## config.mk

```make
export PLATFORM = sky130hd
export DESIGN_NAME = kmce_lane
export DESIGN_NICKNAME = d
export VERILOG_FILES = /design/src/rtl/kmce_pkg.sv /design/src/rtl/kmce_lane.sv
export SDC_FILE = /design/constraint.sdc
export NUM_CORES = 1
export LEC_CHECK = 0
export ABC_CLOCK_PERIOD_IN_PS = 24100
export BUFFER_PORTS_ARGS = -buffer_cell sky130_fd_sc_hd__buf_2
export CELL_PAD_IN_SITES_DETAIL_PLACEMENT = 0
export CELL_PAD_IN_SITES_GLOBAL_PLACEMENT = 1
export CORE_ASPECT_RATIO = 0.8
export CORE_MARGIN = 1
export CORE_UTILIZATION = 35
export CTS_BUF_LIST = sky130_fd_sc_hd__clkbuf_4
export CTS_CLUSTER_DIAMETER = 120
export DETAILED_ROUTE_END_ITERATION = 8
export PLACE_DENSITY_LB_ADDON = 0.05
export REMOVE_ABC_BUFFERS = 1
export SLEW_MARGIN = 30
export SYNTH_ARGS = -nofsm -noshare
export SYNTH_HDL_FRONTEND = slang
export SYNTH_SLANG_ARGS = --single-unit
```

## constraint.sdc

```tcl
create_clock -name clock -period 24.1 [get_ports clock]
set_input_delay 1.205 -clock clock [delete_from_list [all_inputs] [get_ports clock]]
set_output_delay 1.205 -clock clock [all_outputs]
set_load 0.01 [all_outputs]
```

## src/rtl/kmce_pkg.sv

```systemverilog
// Package for the k-means cluster engine: sizes, op codes, state types.
// No dependencies.
package kmce_pkg;
   localparam int MaxPoints   = 1024;
   localparam int MaxDims     = 8;
   localparam int MaxClusters = 16;
   localparam int PtIdxW      = $clog2(MaxPoints);
   localparam int ClIdxW      = $clog2(MaxClusters);
   localparam int CntW        = PtIdxW + 1;
   localparam int SumW        = 16 + CntW;
   localparam int DistW       = 2 * 17 + 3;
   localparam int DimW        = $clog2(MaxDims);

   typedef logic signed [15:0] coord_type;
   typedef coord_type [MaxDims-1:0] vec_type;

   typedef enum logic [1:0] {
      OP_LOAD_POINT = 2'd0,
      OP_LOAD_CENT  = 2'd1,
      OP_RUN        = 2'd2,
      OP_QUERY      = 2'd3
   } op_type;

   typedef enum logic [1:0] {
      CSR_DIMS  = 2'd0,
      CSR_NPTS  = 2'd1,
      CSR_NCLS  = 2'd2,
      CSR_ITERS = 2'd3
   } csr_type;

   typedef enum logic [3:0] {
      ST_IDLE, ST_CLEAR, ST_FETCH, ST_SCAN, ST_ACCUM, ST_DIV,
      ST_EMIT, ST_QRD, ST_QOUT
   } state_type;
endpackage

```

## src/rtl/kmce_lane.sv

```systemverilog
// One distance lane: squared difference of one coordinate, registered.
// Uses kmce_pkg.
module kmce_lane import kmce_pkg::*; (
   input  logic      clock,
   input  logic      enable,
   input  coord_type pt,
   input  coord_type cen,
   output logic [33:0] sq
);
   logic signed [16:0] diff;
   logic [33:0] sq_ff;

   assign diff = 17'(pt) - 17'(cen);

   // register the square
   always_ff @(posedge clock) begin
      sq_ff <= enable ? 34'(diff * diff) : '0;
   end
   assign sq = sq_ff;
endmodule

```

==> results.md, run 1 <==
- Sequential fraction of the synthesis area: 5.729%
- Most frequent cells in the layout: inv_1, fa_1, nor2_1
- # Post-CTS Setup Buffers: 0
- Post-synth top flop: dfxtp_1
- Die X: 204.9 um
- Final nets: 1740
- Max-cap check violation count: 0
- # resized after CTS: 0
- Status: complete, no violations
- Syn avg cell area: 9.016 um2
- Crit start category: input port
- Largest net degree at the start of global routing: 27
- Asr flop ratio synth: 0%
- Global-route wire length before repair: 48390 um
- Mapped cell area: 11530 um2
- H-tree levels: 2
- Critical path's slowest cell: fa_1
- CTS tree: built
- CP Max Fanout: 21
- Fin worst setup slack: 15030 ps
- Setup tns final: 0 ps
- Hpwl dp: 24530 um
- Clk root buf: clkbuf_4
- Yosys reg bits: 33
- Deepest clock path buffer count: 2
- I/O Buffers: 66
- Dpl cell area: 12350 um2
- Max Fclk: 110.2 MHz
- Gate Count Post-Synth: 1279
- Number of clock sinks: 33
- Final hold vios: 0
- Arr. time, crit path: 9320 ps
- Worst Path Class, Setup: in -> reg
- CTS buffer count: 5
- Slew margin rel.: 39.45%
- Crit. End Element: flop
- Post-synth top area cell: fa_1
- TritonRoute pass-1 iters: 5
- Min-delay worst type: in -> reg
- Worst Max-Slew Pin Slew: 908.3 ps
- Yosys top cell area share: 47.05%
- Synth top area cells: fa_1, inv_1, ha_1
- Post-Layout Inst Area: 12400 um2
- CP peak stage delay: 570 ps
- Req. time, crit path: 24340 ps
- Global Route Usage Sum: 18.76%
- Final GP Congestion: 0.8350
- Final ANT Viol Nets: 0
- CTS Hold Bufs: 0
- Setup Slack @ Placement: 14620 ps
- Worst Path Buf+Inv: 7
- Core Box Area: 32480 um2
- Clock transition at path regs: 100 ps
- Final core utilization: 38.18%
- Post-synth EDFFs: 0
- DR DRC count: 0
- Die area: 33680 um2
- Placement Rows: 59
- Commonest non-fill, non-tap cell in the layout: inv_1
- Area Growth Syn to Fin: 7.552%
- Delay-heaviest family, CP: adder cells
- Most used cell, CP: fa_1
- Min cycle time layout: 9072 ps
- Initial DRC Count: 265
- Drt total wl: 28440 um
- Slew Limit Fails: 0
- RSZ-0062 raised after global routing: no
- Vias: 8062
- WL per Instance: 16.12 um
- Fraction of layout cells with a size suffix above 1: 8.683%
- Tcrit/Tclk final: 37.64%
- Yosys warns: 0
- Initial Util: 35.50%
- Die Ht: 164.3 um
- Ports: 68
- Max reg flops: 33
- Distinct cells, synth: 60
- Vias per inst: 4.570
- Initial antenna violation count: 0
- Final setup vio count: 0
- Vias in the first global route: 9150
- Grt ovf: 0
## final timing paths
path                  startpoint     end  slack, ps  cells past startpoint
worst max-delay path       pt[0]  sq[30]      15030                     30
worst min-delay path      enable  sq[24]       1180                      3
## synth_stat cells (all sizes together) (2+ instances only)
cell      n
nand3b    2
a21boi    2
nor2b     6
dfxtp    33
o41ai     2
buf      10
a211oi    3
o21bai    3
inv     374
xor2     11
nand3     9
a311oi    2
clkinv    4
o21a     12
fa      271
clkbuf   19
nand4     4
a21o     17
and3      6
or3       4
o21ai    26
and2      5
ha      100
xnor2    35
nor2    121
o31a      4
a211o     3
a21oi    35
nor3     11
o211ai    4
mux2      3
o31ai     3
nand2   113
nand4b    2
a31oi     2
nand2b    9
## cells by family (layout without fill, tap and decap cells)
logic type,Yosys count,in the layout,share of synthesized area (%)
compound gates,124,124,7.650
xor+xnor,46,46,3.950
fa+ha+maj,371,371,57.90
buf+inv,407,464,13.60
flops,33,33,5.729
mux,3,3,0.3255
other cells,1,2,0.03252
simple gates,294,294,10.82
## metrics by stage
stage	instances	hold WS, ps
after global placement	1755	1526
after detailed placement	1755	1530
final	1764	1175
after floorplan	1250	1319
after CTS	1763	1153
after global routing	1763	1174
## per-layer routing
layer,GRT usage [%],part of all wire [%]
met1,25.07,47
met2,33.69,50
met3,2.183,2.1
met4,1.582,0.87
met5,0,0
## area by class of cell
cell class / instances / area, um2
Clock inverter: 3 / 12.51
Sequential cell: 33 / 660.6
Tap cell: 427 / 534.3
Clock buffer: 5 / 37.54
Fill cell: 3482 / 20080
Timing Repair Buffer: 78 / 420.4
Inverter: 378 / 1420
Antenna cell: 1 / 2.502
Multi-Input combinational cell: 839 / 9314
Power of run 1 is not shown: default switching activity piles up to over one toggle a cycle in this logic, so the estimate is an artifact.
==> inputs of run 2 (changes only) <==
Settings changed: ABC_CLOCK_PERIOD_IN_PS 24100 to 8000.
Clock period 24.1 ns to 8 ns, I/O delays scaled along.
==> results.md, run 2 (same netlist as run 1, synthesis figures left out) <==
- Ports: 68
- Final nets: 1813
- CP Max Fanout: 7
- Most frequent cells in the layout: inv_1, fa_1, nor2_1
- Most used routing layer: met2
- Total area of sequential cells: 660.6 um2
- Max-cap check violation count: 0
- Vias per inst: 4.593
- Setup tns final: 0 ps
- Grt ovf: 0
- Area of the multi-input gates: 9306 um2
- WL per Instance: 15.79 um
- CTS tree: built
- Setup crit start: cen[1]
- Fraction of layout cells with a size suffix above 1: 13.34%
- Placement Rows: 59
- Final setup vio count: 0
- Initial DRC Count: 306
- Fillers: 3381
- Max Fclk: 132.4 MHz
- Global-route wire length before repair: 48660 um
- Initial antenna violation count: 1
- Die Ht: 164.3 um
- Crit start category: input port
- Final hold vios: 0
- Worst Max-Slew Pin Slew: 1021 ps
- Crit. End Element: flop
- Commonest non-fill, non-tap cell in the layout: inv_1
- Final hold slack: 370.6 ps
- Min-delay worst type: in -> reg
- Slew Limit Fails: 0
- Worst Path Class, Setup: in -> reg
- Max reg flops: 33
- Clk root buf: clkbuf_4
- Clock transition at path regs: 100 ps
- Critical path's slowest cell: fa_1
- Min cycle time layout: 7554 ps
- RSZ-0062 raised after global routing: no
- Slew margin rel.: 31.44%
- Deepest clock path buffer count: 2
- Number of clock sinks: 33
- Die area: 33680 um2
- M3 GR Usage: 1.825%
- Initial Util: 35.50%
- Worst Path Buf+Inv: 8
- Final ANT Viol Nets: 0
- Core Box Area: 32480 um2
- Global Route Usage Sum: 18.82%
- Tcrit/Tclk final: 94.42%
- Worst path depth: 31
- CTS buffer count: 5
- Vias in the first global route: 9423
- I/O Buffers: 66
- Most used cell, CP: fa_1
- TritonRoute pass-1 iters: 6
- CP peak stage delay: 520 ps
- Die X: 204.9 um
- Hpwl dp: 25770 um
- Final GP Congestion: 0.8500
- CTS Hold Bufs: 0
- Arr. time, crit path: 7800 ps
- Met1 Use GR: 24.17%
- Met2 Track Usage GR: 35.40%
- Req. time, crit path: 8250 ps
- Largest net degree at the start of global routing: 27
- Status: complete, no violations
- Delay-heaviest family, CP: adder cells
- Drt total wl: 29010 um
- Area Growth Syn to Fin: 12.56%
- Setup crit end: sq[30]
- H-tree levels: 2
- Vias: 8437
- DR DRC count: 0
==> run 2: cell types whose count changed in the layout (fill, tap and decap cells not counted), sizes merged <==
| cell | previous run | this run |
|---|---|---|
| buf | 78 | 151 |
==> run 2: timing repair <==
action / 4_1_cts / 5_1_grt
setup buffers: 0 / 1
setup endpoints to repair: 0 / 2
gates resized for setup: 0 / 1
==> run 2: worst min-delay path, stage by stage <==
cell,delay [ps]
buf_2,160
nand2_1,70
nor2_1,30
==> run 2: through the flow <==
step	setup slack [ps]	utilization, %	instance area (um2)	cells
after CTS	369.6	39.88	12950	1835
after detailed placement	-2.430	39.73	12900	1827
after floorplan	120.9	-	11380	1250
after global routing	48.36	39.96	12980	1837
final	446.1	39.96	12980	1837
after global placement	51.30	39.73	12900	1827
==> run 2: layout make-up <==
class,instances,area share [%]
multi-input cells,839,71.70
clock inverters,3,0.09640
diodes,1,0.01928
inverters,378,10.94
well taps,427,4.116
flip-flops and latches,33,5.090
repair buffers,151,7.750
clock buffers,5,0.2892
==> run 2: worst min path at each step <==
stage / startpoint / end / slack, ps / cells after the start
final: enable / sq[24] / 370 / 3
after global routing: enable / sq[24] / 340 / 3
after CTS: enable / sq[24] / 350 / 3
after detailed placement: enable / sq[24] / 720 / 3
after global placement: enable / sq[24] / 720 / 3
after floorplan: enable / sq[24] / 510 / 2
==> run 2: layer usage <==
layer | share of wire [%] | wire [um]
met1 | 44 | 12910
met2 | 52 | 15070
met3 | 3.0 | 861
met4 | 0.58 | 169
met5 | 0 | 0
Power of run 2 is left out for the same reason.
==> inputs of run 3 (changes only) <==
Settings changed: ABC_CLOCK_PERIOD_IN_PS 8000 to 8400, RECOVER_POWER set to 50.
Clock period 8 ns to 8.4 ns, I/O delays scaled along.
==> results.md, run 3 (same netlist as run 1, synthesis figures left out) <==
- Final GP Congestion: 0.8080
- Core Box Area: 32480 um2
- Arr. time, crit path: 8110 ps
- Ports: 68
- Area Growth Syn to Fin: 9.299%
- Clk root buf: clkbuf_4
- Final setup vio count: 0
- Grt ovf: 0
- Max reg flops: 33
- CTS tree: built
- Final core utilization: 38.80%
- Worst Path Class, Setup: in -> reg
- I/O Buffers: 66
- Slew margin rel.: 47.80%
- Setup tns final: 0 ps
- Die Ht: 164.3 um
- Commonest non-fill, non-tap cell in the layout: inv_1
- Crit start category: input port
- CTS buffer count: 5
- Die X: 204.9 um
- Min cycle time layout: 7876 ps
- WL per Instance: 16.02 um
- Final nets: 1772
- Slew Limit Fails: 0
- Fraction of layout cells with a size suffix above 1: 8.339%
- Final ANT Viol Nets: 0
- DR DRC count: 0
- Worst Max-Slew Pin Slew: 778.2 ps
- Global Route Usage Sum: 18.81%
- Initial Util: 35.50%
- CTS Hold Bufs: 0
- # Post-CTS Setup Buffers: 0
- Critical path's slowest cell: o311ai_4
- Max-cap check violation count: 0
- Initial DRC Count: 279
- Largest net degree at the start of global routing: 27
- Clock transition at path regs: 90 ps
- Final hold vios: 0
- Min-delay worst type: in -> reg
- Fillers: 3492
- H-tree levels: 2
- Max Fclk: 127.0 MHz
- Hpwl dp: 25620 um
- Most used cell, CP: fa_1
- Tcrit/Tclk final: 93.76%
- RSZ-0062 raised after global routing: no
- Global-route wire length before repair: 48210 um
- Most frequent cells in the layout: inv_1, fa_1, nor2_1
- Crit. End Element: flop
- Initial antenna violation count: 1
- Vias: 8227
- Number of clock sinks: 33
- Req. time, crit path: 8640 ps
- Die area: 33680 um2
- Deepest clock path buffer count: 2
- CP peak stage delay: 530 ps
- CP Max Fanout: 8
- Status: complete, no violations
- Placement Rows: 59
- Vias in the first global route: 9305
- # resized after CTS: 0
- Vias per inst: 4.583
- TritonRoute pass-1 iters: 4
- Drt total wl: 28760 um
## run 3: cell types whose count changed in the layout (fill, tap and decap cells not counted)
cell	delta
a2111oi_0	+1
a2111oi_1	-1
buf_12	-2
buf_2	-33
buf_4	-39
clkbuf_1	+33
clkbuf_4	+1
clkinv_1	-1
clkinv_2	-1
## run 3: area by class of cell
| class | instances | area, um2 | share of cell area, % |
|---|---|---|---|
| clock inverter | 1 | 3.754 | 0.02978 |
| tap | 427 | 534.3 | 4.239 |
| timing repair buffer | 110 | 631.9 | 5.013 |
| multi-input combinational | 839 | 9305 | 73.83 |
| inverter | 378 | 1420 | 11.27 |
| antenna | 1 | 2.502 | 0.01986 |
| sequential | 33 | 660.6 | 5.242 |
| clock buffer | 6 | 45.04 | 0.3574 |
## run 3: worst paths after layout
check	startpoint	endpoint	slack, ps	cells past startpoint
max	cen[1]	sq[30]	520	30
min	enable	sq[24]	410	3
## run 3: worst max-delay path: cells and delay by family
kind | cells | cell delay, ps
buf+inv | 7 | 560
compound gates | 10 | 2780
fa+ha+maj | 8 | 3400
simple gates | 5 | 940
## run 3: per-stage QoR
stage / instances / worst slack (ps) / area (um2) / hold WS (ps)
after floorplan: 1250 / 500.9 / 11380 / 533.8
after global placement: 1787 / 107.5 / 12590 / 751.8
after detailed placement: 1787 / 101.8 / 12590 / 755.6
after CTS: 1794 / 468.8 / 12640 / 386.4
after global routing: 1795 / 107.1 / 12600 / 402.8
final: 1795 / 524.2 / 12600 / 407.1
## run 3: per-layer routing
layer	up-vias	part of all wire, %	global-route usage, %
met1	4197	44	23.81
met2	87	52	35.53
met4	0	0.77	1.582
met5	-	0	0
met3	12	3.1	1.984
li1	3931	-	-
Power of run 3 is left out for the same reason.
