`src/rtl/kmce_pkg.sv`:
```
// Package for the k-means cluster engine: sizes, op codes, state types.
// No dependencies.
package kmce_pkg;
   localparam int MaxPoints   = 1024;
   localparam int MaxDims     = 8;
   localparam int MaxClusters = 16;
   localparam int PtIdxW      = $clog2(MaxPoints);
   localparam int ClIdxW      = $clog2(MaxClusters);
   localparam int CntW        = PtIdxW + 1;
   localparam int SumW        = 16 + CntW;
   localparam int DistW       = 2 * 17 + 3;
   localparam int DimW        = $clog2(MaxDims);

   typedef logic signed [15:0] coord_type;
   typedef coord_type [MaxDims-1:0] vec_type;

   typedef enum logic [1:0] {
      OP_LOAD_POINT = 2'd0,
      OP_LOAD_CENT  = 2'd1,
      OP_RUN        = 2'd2,
      OP_QUERY      = 2'd3
   } op_type;

   typedef enum logic [1:0] {
      CSR_DIMS  = 2'd0,
      CSR_NPTS  = 2'd1,
      CSR_NCLS  = 2'd2,
      CSR_ITERS = 2'd3
   } csr_type;

   typedef enum logic [3:0] {
      ST_IDLE, ST_CLEAR, ST_FETCH, ST_SCAN, ST_ACCUM, ST_DIV,
      ST_EMIT, ST_QRD, ST_QOUT
   } state_type;
endpackage

```
`src/rtl/kmce_merge.sv`:
```
// Merge stage: adds the lane squares and keeps the running minimum.
// Uses kmce_pkg.
module kmce_merge import kmce_pkg::*; (
   input  logic                         clock,
   input  logic                         first,
   input  logic                         valid,
   input  logic [ClIdxW-1:0]            cand,
   input  logic [MaxDims-1:0][33:0]     sq,
   output logic [ClIdxW-1:0]            best
);
   logic [DistW-1:0]  sum;
   logic [DistW-1:0]  bestd_ff;
   logic [ClIdxW-1:0] best_ff;

   always_comb begin
      sum = '0;
      for (int d = 0; d < MaxDims; d++) sum = sum + DistW'(sq[d]);
   end

   // strict less keeps the lowest index on ties
   always_ff @(posedge clock) begin
      if (valid && (first || sum < bestd_ff)) begin
         bestd_ff <= sum;
         best_ff  <= cand;
      end
   end
   assign best = best_ff;
endmodule

```
`config.mk`:
```
export PLATFORM = sky130hd
export DESIGN_NAME = kmce_merge
export DESIGN_NICKNAME = d
export VERILOG_FILES = /design/src/rtl/kmce_pkg.sv /design/src/rtl/kmce_merge.sv
export SDC_FILE = /design/constraint.sdc
export NUM_CORES = 1
export LEC_CHECK = 0
export BUFFER_PORTS_ARGS = -buffer_cell sky130_fd_sc_hd__buf_2
export CELL_PAD_IN_SITES_DETAIL_PLACEMENT = 1
export CELL_PAD_IN_SITES_GLOBAL_PLACEMENT = 1
export CORE_UTILIZATION = 25
export CTS_BUF_LIST = sky130_fd_sc_hd__clkbuf_4
export DETAILED_ROUTE_END_ITERATION = 6
export HOLD_SLACK_MARGIN = 0.1
export PLACE_DENSITY = 0.68
export SYNTH_ARGS = -nofsm -noshare
export SYNTH_HDL_FRONTEND = slang
export SYNTH_SLANG_ARGS = --single-unit
```
`constraint.sdc`:
```
create_clock -name clock -period 13.65 [get_ports clock]
set_clock_uncertainty 0.2 [all_clocks]
set_input_delay 2.73 -clock clock [delete_from_list [all_inputs] [get_ports clock]]
set_output_delay 2.73 -clock clock [all_outputs]
set_load 0.03 [all_outputs]
```
==> metrics.md, run 1 <==
| Metric | Value |
|---|---|
| Req. time, crit path | 13,490 ps |
| Longest Clk Path Bufs | 2 |
| Slew Viols, Final | 0 |
| DIE AREA | 38,900 um^2 |
| Maximum number of pins on one net before global-route repair | 26 |
| Critical path peak fanout | 25 |
| Die width | 197 um |
| Critical path capture point type | flip-flop |
| Worst Tran Pin Value | 593 ps |
| Ys async rst share | 0% |
| Grt ovf | 0 |
| Number of enable flip-flop cells after synthesis | 41 |
| CTS tree | built |
| Critical path class | input pin to flip-flop |
| Worst reg-to-reg setup slack | 10,310 ps |
| Library cell with the highest instance count after synthesis | sky130_fd_sc_hd__inv_1 |
| Register clock-pin slew on the reported worst setup and hold paths | 140 ps |
| Number of nets with antenna violations after detailed routing | 0 |
| Fraction of synthesized cell area taken by the top area cell type | 42.7% |
| Number of global-route vias before repair | 8,143 |
| Worst r2r path cells | 10 |
| Number of clock buffers inserted by TritonCTS | 5 |
| Synthesis-stage register bit count | 41 |
| Max-Slew Margin vs Limit | 60.4% |
| Post-CTS Setup Inserts | 0 |
| Initial antenna violation count | 1 |
| GRT Resource Usage Total | 12.1% |
| Part of the Yosys area used for sequential elements | 12.9% |
| CTS-repair resized insts | 0 |
| Path category of the worst min-delay check | flip-flop to flip-flop |
| Clock Sink Count | 41 |
| Final routed wirelength across all metal layers | 22,400 um |
| Count of synthesis-stage warnings from yosys | 0 |
| Synth unique cells | 61 |
| Endpoint arrival time on the critical path | 9590 ps |
| Beginning of the worst register-to-register path | bestd_ff[18] |
| Syn avg cell area | 9.60 um^2 |
| Worst setup startpoint | sq[105] |
| Number of standard cells after synthesis | 992 |
| Ratio of cells with drive above 1 in the final layout | 23.9% |
| FILL cells | 4,528 |
| Top post-synthesis cells by count | sky130_fd_sc_hd__inv_1 (397), sky130_fd_sc_hd__fa_1 (203), sky130_fd_sc_hd__ha_1 (73), sky130_fd_sc_hd__a21oi_1 (43), sky130_fd_sc_hd__edfxtp_1 (41) |
| R2R Path End | bestd_ff[3] |
| FF/Latch Area | 1230 um^2 |
| TNS Setup | 0 ps |
| Number of detailed-route iterations in the first pass | 6 |
| Post-route DRC | 0 |
| Deepest level of the CTS H-tree | 2 |
| Result of the run | finished clean |
| Via-per-instance ratio | 4.04 |
| DRC marker count from the first detailed-route iteration | 127 |
| Port buffer count | 282 |
| Final critical-path share of the clock period | 71.4% |
| Clock latency of the later-clocked register in the worst-skew pair | 380 ps |
| Synthesized Nets | 1,547 |
| Critical path launch point type | input pin |
| Routability Congestion | 0.765 |
| Area delta synth->final | 21.6% |
| Number of buffers added to fix hold violations after cts | 0 |
| Clock root buffer master | sky130_fd_sc_hd__clkbuf_4 |
| Number of top-level pins | 283 |
| Most area-consuming cells after synthesis | sky130_fd_sc_hd__fa_1 (43%), sky130_fd_sc_hd__inv_1 (16%), sky130_fd_sc_hd__edfxtp_1 (13%) |
| Library cell with the largest summed area after synthesis | sky130_fd_sc_hd__fa_1 |
| Count of vias placed by the detailed router | 7,221 |
| Initial Util | 25.3% |
| Die H | 197 um |
| Number of nets in the layout | 1,829 |
| Area taken by multi-input logic gates | 6710 um^2 |
| Netlist Area Pre-Place | 9520 um^2 |
| RSZ-0062 raised after global routing | no |
| Number of rows created at floorplan | 71 |
| Core ar. | 37,600 um^2 |
| Endpoint of the most critical setup path | bestd_ff[3] |
| HPWL after DPL | 21,200 um |
| First-pass GRT wire length | 38,500 um |
| Final setup viols | 0 |
| Leading register cell type out of synthesis | sky130_fd_sc_hd__edfxtp_1 |
| # Max-Cap Violations | 0 |
| Fmax achieved | 0.103 GHz |
| Routed len/inst | 12.6 um |
| Final hold violation count | 0 |
| Min cycle time layout | 9750 ps |
==> flip-flops by register name (all words and copies together), names as in the netlist <==
register / flops
best: 4
bestd_ff: 37
==> layer usage <==
metal / vias to the layer above / GRT usage (%) / wire (um)
met5: - / 0 / 0
met4: 0 / 1.72 / 142
met3: 9 / 1.31 / 1030
met2: 196 / 22.2 / 11400
met1: 3500 / 15.5 / 9860
li1: 3516 / - / -
==> per-stage QoR <==
step / hold WS, ps / std cells / area (um^2) / setup WS (ps) / util, %
2_1_floorplan: 1300 / 992 / 9520 / 3190 / -
4_1_cts: 1020 / 1786 / 11600 / 3780 / 30.8
3_3_place_gp: 937 / 1778 / 11500 / 3670 / 30.6
5_1_grt: 1090 / 1787 / 11600 / 3330 / 30.8
6_report: 992 / 1787 / 11600 / 3900 / 30.8
3_5_place_dp: 980 / 1778 / 11500 / 3410 / 30.6
==> final cells by class <==
| class | count | share of cell area, % |
|---|---|---|
| clock inverter | 2 | 0.335 |
| tap | 511 | 5.52 |
| multi-input combinational | 546 | 58.0 |
| inverter | 397 | 12.9 |
| sequential | 41 | 10.6 |
| timing repair buffer | 283 | 12.3 |
| clock buffer | 6 | 0.389 |
| antenna | 1 | 0.0216 |
==> worst max-delay path, cell delays in order <==
cell and delay [ps]:
sky130_fd_sc_hd__buf_2 80, sky130_fd_sc_hd__inv_1 50, sky130_fd_sc_hd__fa_1 520, sky130_fd_sc_hd__inv_1 50, sky130_fd_sc_hd__fa_1 490, sky130_fd_sc_hd__fa_1 500, sky130_fd_sc_hd__inv_1 50, sky130_fd_sc_hd__fa_1 540
sky130_fd_sc_hd__inv_1 60, sky130_fd_sc_hd__ha_1 310, sky130_fd_sc_hd__a211oi_1 370, sky130_fd_sc_hd__o211ai_1 200, sky130_fd_sc_hd__a221oi_2 500, sky130_fd_sc_hd__o31ai_2 190, sky130_fd_sc_hd__a31oi_1 440, sky130_fd_sc_hd__o21ai_1 160
sky130_fd_sc_hd__xor2_1 260, sky130_fd_sc_hd__ha_1 300, sky130_fd_sc_hd__nand4_1 120, sky130_fd_sc_hd__or3_1 140, sky130_fd_sc_hd__nor4_1 60, sky130_fd_sc_hd__a221oi_1 270, sky130_fd_sc_hd__o211ai_1 200, sky130_fd_sc_hd__a21oi_4 550
sky130_fd_sc_hd__buf_4 440
==> cell families after synthesis <==
family	Yosys count	share of synthesized area (%)
buf+inv	405	16.7
fa+ha+maj	276	52.3
compound gates	146	10.3
simple gates	96	5.23
flops	41	12.9
xor+xnor	28	2.58
==> cells in the final DEF, fill, tap and decap left out, types with 2 or more instances in the layout <==
cell type and n:
sky130_fd_sc_hd__inv_1 397, sky130_fd_sc_hd__buf_2 282, sky130_fd_sc_hd__fa_1 203, sky130_fd_sc_hd__ha_1 73, sky130_fd_sc_hd__a21oi_1 42, sky130_fd_sc_hd__edfxtp_1 41, sky130_fd_sc_hd__a21o_1 32, sky130_fd_sc_hd__nand2_1 28
sky130_fd_sc_hd__o21ai_0 20, sky130_fd_sc_hd__nor2_1 18, sky130_fd_sc_hd__xnor2_1 17, sky130_fd_sc_hd__nand4_1 13, sky130_fd_sc_hd__xor2_1 11, sky130_fd_sc_hd__nand3_1 9, sky130_fd_sc_hd__a211oi_1 6, sky130_fd_sc_hd__clkbuf_4 6
sky130_fd_sc_hd__o211ai_1 5, sky130_fd_sc_hd__a31oi_1 4, sky130_fd_sc_hd__nor2b_1 4, sky130_fd_sc_hd__o21bai_1 4, sky130_fd_sc_hd__o21a_1 4, sky130_fd_sc_hd__nand2b_1 4, sky130_fd_sc_hd__o21ai_1 3, sky130_fd_sc_hd__nor4_1 3
sky130_fd_sc_hd__and3_1 2, sky130_fd_sc_hd__nand3_2 2, sky130_fd_sc_hd__and2_2 2, sky130_fd_sc_hd__and4_1 2, sky130_fd_sc_hd__o31ai_2 2, sky130_fd_sc_hd__and2_1 2, sky130_fd_sc_hd__a221oi_1 2
==> how the worst min path moves through the flow <==
| stage | start | cells past startpoint | endpoint |
|---|---|---|---|
| final | bestd_ff[36] | 5 | bestd_ff[33] |
| after detailed placement | bestd_ff[36] | 5 | bestd_ff[33] |
| after floorplan | bestd_ff[3] | 5 | best[0] |
| after global placement | bestd_ff[36] | 5 | bestd_ff[33] |
| after global routing | bestd_ff[36] | 5 | bestd_ff[27] |
| after CTS | bestd_ff[36] | 5 | bestd_ff[33] |
Power of run 1 is not shown: default switching activity piles up to over one toggle a cycle in this logic, so the estimate is an artifact.
==> inputs of run 2 (changes only) <==
--- a/config.mk
+++ b/config.mk
@@ -12,7 +12,7 @@
 export CTS_BUF_LIST = sky130_fd_sc_hd__clkbuf_4
 export DETAILED_ROUTE_END_ITERATION = 6
 export HOLD_SLACK_MARGIN = 0.1
-export PLACE_DENSITY = 0.68
+export PLACE_DENSITY = 0.7
 export SYNTH_ARGS = -nofsm -noshare
 export SYNTH_HDL_FRONTEND = slang
 export SYNTH_SLANG_ARGS = --single-unit
==> constraint.sdc (replaced) <==
create_clock -name clock -period 8.7 [get_ports clock]
set_clock_uncertainty 0.2 [all_clocks]
set_input_delay 1.74 -clock clock [delete_from_list [all_inputs] [get_ports clock]]
set_output_delay 1.74 -clock clock [all_outputs]
set_load 0.03 [all_outputs]
==> metrics.md, run 2 (synthesis results as in run 1) <==
| Metric | Value |
|---|---|
| DIE AREA | 38,900 um^2 (unchanged) |
| Number of rows created at floorplan | 71 (unchanged) |
| Critical path capture point type | flip-flop |
| Count of vias placed by the detailed router | 7,333 (+1.6%) |
| Final critical-path share of the clock period | 95.2% |
| Final-layout worst hold slack | 1020 ps (+23.9 ps) |
| Register clock-pin slew on the reported worst setup and hold paths | 130 ps (about the same) |
| FF/Latch Area | 1230 um^2 (unchanged) |
| First-pass GRT wire length | 38,300 um (-0.56%) |
| Fmax achieved | 0.121 GHz |
| Routed len/inst | 12.5 um (-0.33%) |
| Path category of the worst min-delay check | flip-flop to flip-flop |
| GRT Resource Usage Total | 11.9% (-0.14 points) |
| Deepest level of the CTS H-tree | 2 (unchanged) |
| CTS tree | built |
| Req. time, crit path | 8620 ps (-4870 ps) |
| Result of the run | finished clean |
| Final setup viols | 0 (unchanged) |
| Number of clock buffers inserted by TritonCTS | 5 (unchanged) |
| Area taken by multi-input logic gates | 6720 um^2 (+0.17%) |
| Die H | 197 um (unchanged) |
| Number of detailed-route iterations in the first pass | 4 (-2) |
| Ratio of cells with drive above 1 in the final layout | 24.0% (+0.12 points) |
| Routability Congestion | 0.750 (-2.0%) |
| Port buffer count | 282 (unchanged) |
| Clock root buffer master | sky130_fd_sc_hd__clkbuf_4 |
| HPWL after DPL | 21,100 um (-0.14%) |
| Final hold violation count | 0 (unchanged) |
| Delay of the slowest critical-path stage | 530 ps (-20 ps) |
| # Max-Cap Violations | 0 (unchanged) |
| Number of buffers added to fix hold violations after cts | 0 (unchanged) |
| Post-route DRC | 0 (unchanged) |
| Number of nets with antenna violations after detailed routing | 0 (unchanged) |
| Area delta synth->final | 22.0% |
| Number of diodes added for antenna fixing | 0 (-1) |
| Clock latency of the later-clocked register in the worst-skew pair | 360 ps (-20 ps) |
| RSZ-0062 raised after global routing | no |
| Min cycle time layout | 8290 ps |
| Maximum number of pins on one net before global-route repair | 26 (unchanged) |
| FILL cells | 4,476 (-1.1%) |
| Grt ovf | 0 (unchanged) |
| Max-Slew Margin vs Limit | 69.9% (+9.5 points) |
| Worst Tran Pin Value | 447 ps (-146 ps) |
| Longest Clk Path Bufs | 2 (unchanged) |
| Critical path peak fanout | 16 (-36%) |
| Critical path launch point type | input pin |
| Register with the most flip-flops | bestd_ff |
| Critical path class | input pin to flip-flop |
| Initial Util | 25.3% (unchanged) |
| Clock Sink Count | 41 (unchanged) |
| DRC marker count from the first detailed-route iteration | 208 (+64%) |
| Initial antenna violation count | 0 (-1) |
| Number of nets in the layout | 1,831 (+0.11%) |
| CP max stage cell | sky130_fd_sc_hd__fa_1 |
| Number of flip-flops in the largest register | 37 (unchanged) |
| Core ar. | 37,600 um^2 (unchanged) |
| Leading cell types in the layout, fill and taps excluded | sky130_fd_sc_hd__inv_1 (397), sky130_fd_sc_hd__buf_2 (282), sky130_fd_sc_hd__fa_1 (203) |
| Most common cell after layout, fill and taps aside | sky130_fd_sc_hd__inv_1 |
| Die width | 197 um (unchanged) |
| Number of global-route vias before repair | 8,388 (+3.0%) |
| Final routed wirelength across all metal layers | 22,400 um (-0.28%) |
| Endpoint arrival time on the critical path | 8210 ps (-1380 ps) |
| Slew Viols, Final | 0 (unchanged) |
| Via-per-instance ratio | 4.10 (+1.5%) |
| Number of top-level pins | 283 (unchanged) |
==> run 2: layout make-up <==
| type | instances | area share, % |
|---|---|---|
| Inverter | 397 | 12.8 |
| Timing Repair Buffer | 285 | 12.5 |
| Clock inverter | 2 | 0.334 |
| Tap cell | 511 | 5.51 |
| Multi-Input combinational cell | 546 | 57.9 |
| Sequential cell | 41 | 10.6 |
| Clock buffer | 6 | 0.388 |
==> run 2: critical path: cells and delay by family <==
kind,cells,cell delay [ps]
simple gates,5,1160
xor+xnor,1,150
compound gates,7,1660
buf+inv,7,590
fa+ha+maj,7,2900
==> run 2: path summary, 6_finish.rpt <==
check	startpoint	end	slack, ps	depth (start not counted)
worst max-delay path	sq[104]	bestd_ff[17]	410	27
worst min register to register	bestd_ff[36]	bestd_ff[7]	1020	6
worst max register to register	bestd_ff[18]	bestd_ff[17]	5840	10
worst min-delay path	bestd_ff[36]	bestd_ff[7]	1020	6
==> run 2: what timing repair did <==
action | 4_1_cts | 5_1_grt
setup endpoints to repair | 0 | 16
gates resized for setup | 0 | 2
setup buffers | 0 | 0
endpoints found under the hold margin | 0 | 0
==> run 2: layer usage <==
| layer | GRT usage (%) | part of all wire, % |
|---|---|---|
| met3 | 1.20 | 5.0 |
| met4 | 1.46 | 0.57 |
| met1 | 15.2 | 42 |
| met5 | 0 | 0 |
| met2 | 22.2 | 52 |
==> run 2: per-stage QoR <==
step | utilization [%] | worst slack, ps | std cells | cell area (um^2) | TNS (ps)
2_1_floorplan | - | 130 | 992 | 9530 | 0
3_3_place_gp | 30.7 | 164 | 1780 | 11500 | 0
3_5_place_dp | 30.7 | -53.4 | 1780 | 11500 | -1140
4_1_cts | 30.9 | 317 | 1788 | 11600 | 0
5_1_grt | 30.9 | 51.3 | 1788 | 11600 | 0
6_report | 30.9 | 414 | 1788 | 11600 | 0
Power of run 2 is left out for the same reason.
==> inputs of run 3 (changes only) <==
--- a/config.mk
+++ b/config.mk
@@ -11,6 +11,7 @@
 export CORE_UTILIZATION = 25
 export CTS_BUF_LIST = sky130_fd_sc_hd__clkbuf_4
 export DETAILED_ROUTE_END_ITERATION = 6
+export GPL_TIMING_DRIVEN = 0
 export HOLD_SLACK_MARGIN = 0.1
 export PLACE_DENSITY = 0.7
 export SYNTH_ARGS = -nofsm -noshare
==> metrics.md, run 3 (synthesis results as in run 1) <==
| Metric | Value |
|---|---|
| Number of buffers added to fix hold violations after cts | 0 (unchanged) |
| Req. time, crit path | 8570 ps (-50 ps) |
| Clock root buffer master | sky130_fd_sc_hd__clkbuf_4 |
| Hold endpoint | bestd_ff[8] |
| Worst hold path cell count | 6 (unchanged) |
| Die H | 197 um (unchanged) |
| TNS Setup | 0 ps (unchanged) |
| Critical path class | input pin to flip-flop |
| RSZ-0062 raised after global routing | no |
| Maximum number of pins on one net before global-route repair | 25 (-3.8%) |
| Number of nets with antenna violations after detailed routing | 0 (unchanged) |
| Ratio of cells with drive above 1 in the final layout | 24.6% (+0.55 points) |
| Core ar. | 37,600 um^2 (unchanged) |
| DRC marker count from the first detailed-route iteration | 125 (-40%) |
| Path category of the worst min-delay check | flip-flop to flip-flop |
| Number of rows created at floorplan | 71 (unchanged) |
| Routability Congestion | 0.764 (+1.9%) |
| Critical path capture point type | flip-flop |
| Final critical-path share of the clock period | 96.7% (+1.5 points) |
| # Max-Cap Violations | 0 (unchanged) |
| Clock Sink Count | 41 (unchanged) |
| Max-Slew Margin vs Limit | 61.9% (-8.0 points) |
| Final routed wirelength across all metal layers | 21,700 um (-3.3%) |
| Register clock-pin slew on the reported worst setup and hold paths | 150 ps (+20 ps) |
| Count of vias placed by the detailed router | 7,298 (-0.48%) |
| Worst Tran Pin Value | 571 ps (+124 ps) |
| FILL cells | 4,477 (+0.022%) |
| Worst min-delay path startpoint | bestd_ff[36] |
| Worst r2r path cells | 10 (unchanged) |
| Min cycle time layout | 8410 ps (+127 ps) |
| Initial Util | 25.3% (unchanged) |
| HPWL after DPL | 20,500 um (-2.8%) |
| DIE AREA | 38,900 um^2 (unchanged) |
| Fmax achieved | 0.119 GHz (-1.5%) |
| R2R Path End | best[0] |
| Die width | 197 um (unchanged) |
| Longest Clk Path Bufs | 2 (unchanged) |
| Slew Viols, Final | 0 (unchanged) |
| Number of clock buffers inserted by TritonCTS | 5 (unchanged) |
| Clock latency of the later-clocked register in the worst-skew pair | 370 ps (about the same) |
| First-pass GRT wire length | 37,500 um (-2.1%) |
| Number of flip-flops in the largest register | 37 (unchanged) |
| Initial antenna violation count | 1 (+1) |
| Area taken by multi-input logic gates | 6750 um^2 (+0.35%) |
| Number of detailed-route iterations in the first pass | 4 (unchanged) |
| FF/Latch Area | 1230 um^2 (unchanged) |
| Endpoint arrival time on the critical path | 8280 ps (+70 ps) |
| Routed len/inst | 12.0 um (-3.8%) |
| Final setup viols | 0 (unchanged) |
| Most common cell after layout, fill and taps aside | sky130_fd_sc_hd__inv_1 |
| Total placed instance area | 11,600 um^2 (+0.74%) |
| Number of top-level pins | 283 (unchanged) |
| Number of nets in the layout | 1,839 (+0.44%) |
| Via-per-instance ratio | 4.06 (-1.0%) |
| Result of the run | finished clean |
| Port buffer count | 282 (unchanged) |
| Design Area, Final | 11,700 um^2 (+1.1%) |
| Deepest level of the CTS H-tree | 2 (unchanged) |
| Beginning of the worst register-to-register path | bestd_ff[10] |
| Grt ovf | 0 (unchanged) |
| Critical path launch point type | input pin |
| Critical path peak fanout | 9 (-7) |
| GRT Resource Usage Total | 11.7% (-0.22 points) |
| Worst reg-to-reg setup slack | 5810 ps (-30 ps) |
| Post-route DRC | 0 (unchanged) |
| Number of global-route vias before repair | 8,183 (-2.4%) |
| CTS tree | built |
| Final hold violation count | 0 (unchanged) |
| Register with the most flip-flops | bestd_ff |
| Leading cell types in the layout, fill and taps excluded | sky130_fd_sc_hd__inv_1 (397), sky130_fd_sc_hd__buf_2 (282), sky130_fd_sc_hd__fa_1 (203) |
| Area delta synth->final | 23.3% |
-- run 3: worst max path at each step --
stage,startpoint,end,depth (start not counted)
floorplan,sq[104],best[0],25
global placement,sq[104],bestd_ff[32],26
detailed placement,sq[104],bestd_ff[32],27
CTS,sq[104],best[0],27
global route,sq[105],best[1],25
finish,sq[105],best[0],25
-- run 3: per-layer routing --
layer	routed length, um	GRT usage [%]
met1	9310	14.8
met2	11200	21.7
met3	982	1.18
met4	208	1.84
met5	0	0
-- run 3: what timing repair did --
| action | in CTS | in global routing |
|---|---|---|
| endpoints found under the setup margin | 41 | 41 |
| pin swaps | 1 | 1 |
| gates resized for setup | 1 | 4 |
| buffers inserted | 2 | 0 |
-- run 3: through the flow --
step,hold WS [ps],std cells,worst slack (ps),util (%)
2_1_floorplan,1040,992,130,-
3_3_place_gp,1260,1785,-1600,30.8
3_5_place_dp,1050,1786,-809,30.9
4_1_cts,1090,1796,43.7,31.2
5_1_grt,1120,1797,2.47,31.2
6_report,1090,1798,286,31.2
-- run 3: final cells by class --
cell class	instances	area share, %
Multi-Input combinational cell	546	57.5
Inverter	397	12.7
Timing Repair Buffer	285	12.3
Sequential cell	41	10.5
Tap cell	511	5.44
Buffer	8	0.852
Clock buffer	6	0.384
Clock inverter	2	0.330
Antenna cell	2	0.0426
-- run 3: critical path: stages --
cell                        delay [ps]
sky130_fd_sc_hd__buf_2              70
sky130_fd_sc_hd__inv_1              40
sky130_fd_sc_hd__fa_1              540
sky130_fd_sc_hd__inv_1              60
sky130_fd_sc_hd__fa_1              500
sky130_fd_sc_hd__fa_1              490
sky130_fd_sc_hd__inv_1              50
sky130_fd_sc_hd__fa_1              530
sky130_fd_sc_hd__inv_1              60
sky130_fd_sc_hd__ha_1              300
sky130_fd_sc_hd__a211oi_1          340
sky130_fd_sc_hd__o211ai_1          190
sky130_fd_sc_hd__a221oi_2          540
sky130_fd_sc_hd__o2bb2ai_1         270
sky130_fd_sc_hd__nor2b_1           220
sky130_fd_sc_hd__o211a_1           210
sky130_fd_sc_hd__a311oi_1          420
sky130_fd_sc_hd__ha_1              320
sky130_fd_sc_hd__nand4_1            90
sky130_fd_sc_hd__or3_1             200
sky130_fd_sc_hd__nor4_4             70
sky130_fd_sc_hd__a221oi_1          270
sky130_fd_sc_hd__o211ai_1          270
sky130_fd_sc_hd__a21oi_4           260
sky130_fd_sc_hd__buf_4             210
Power of run 3 is left out for the same reason.
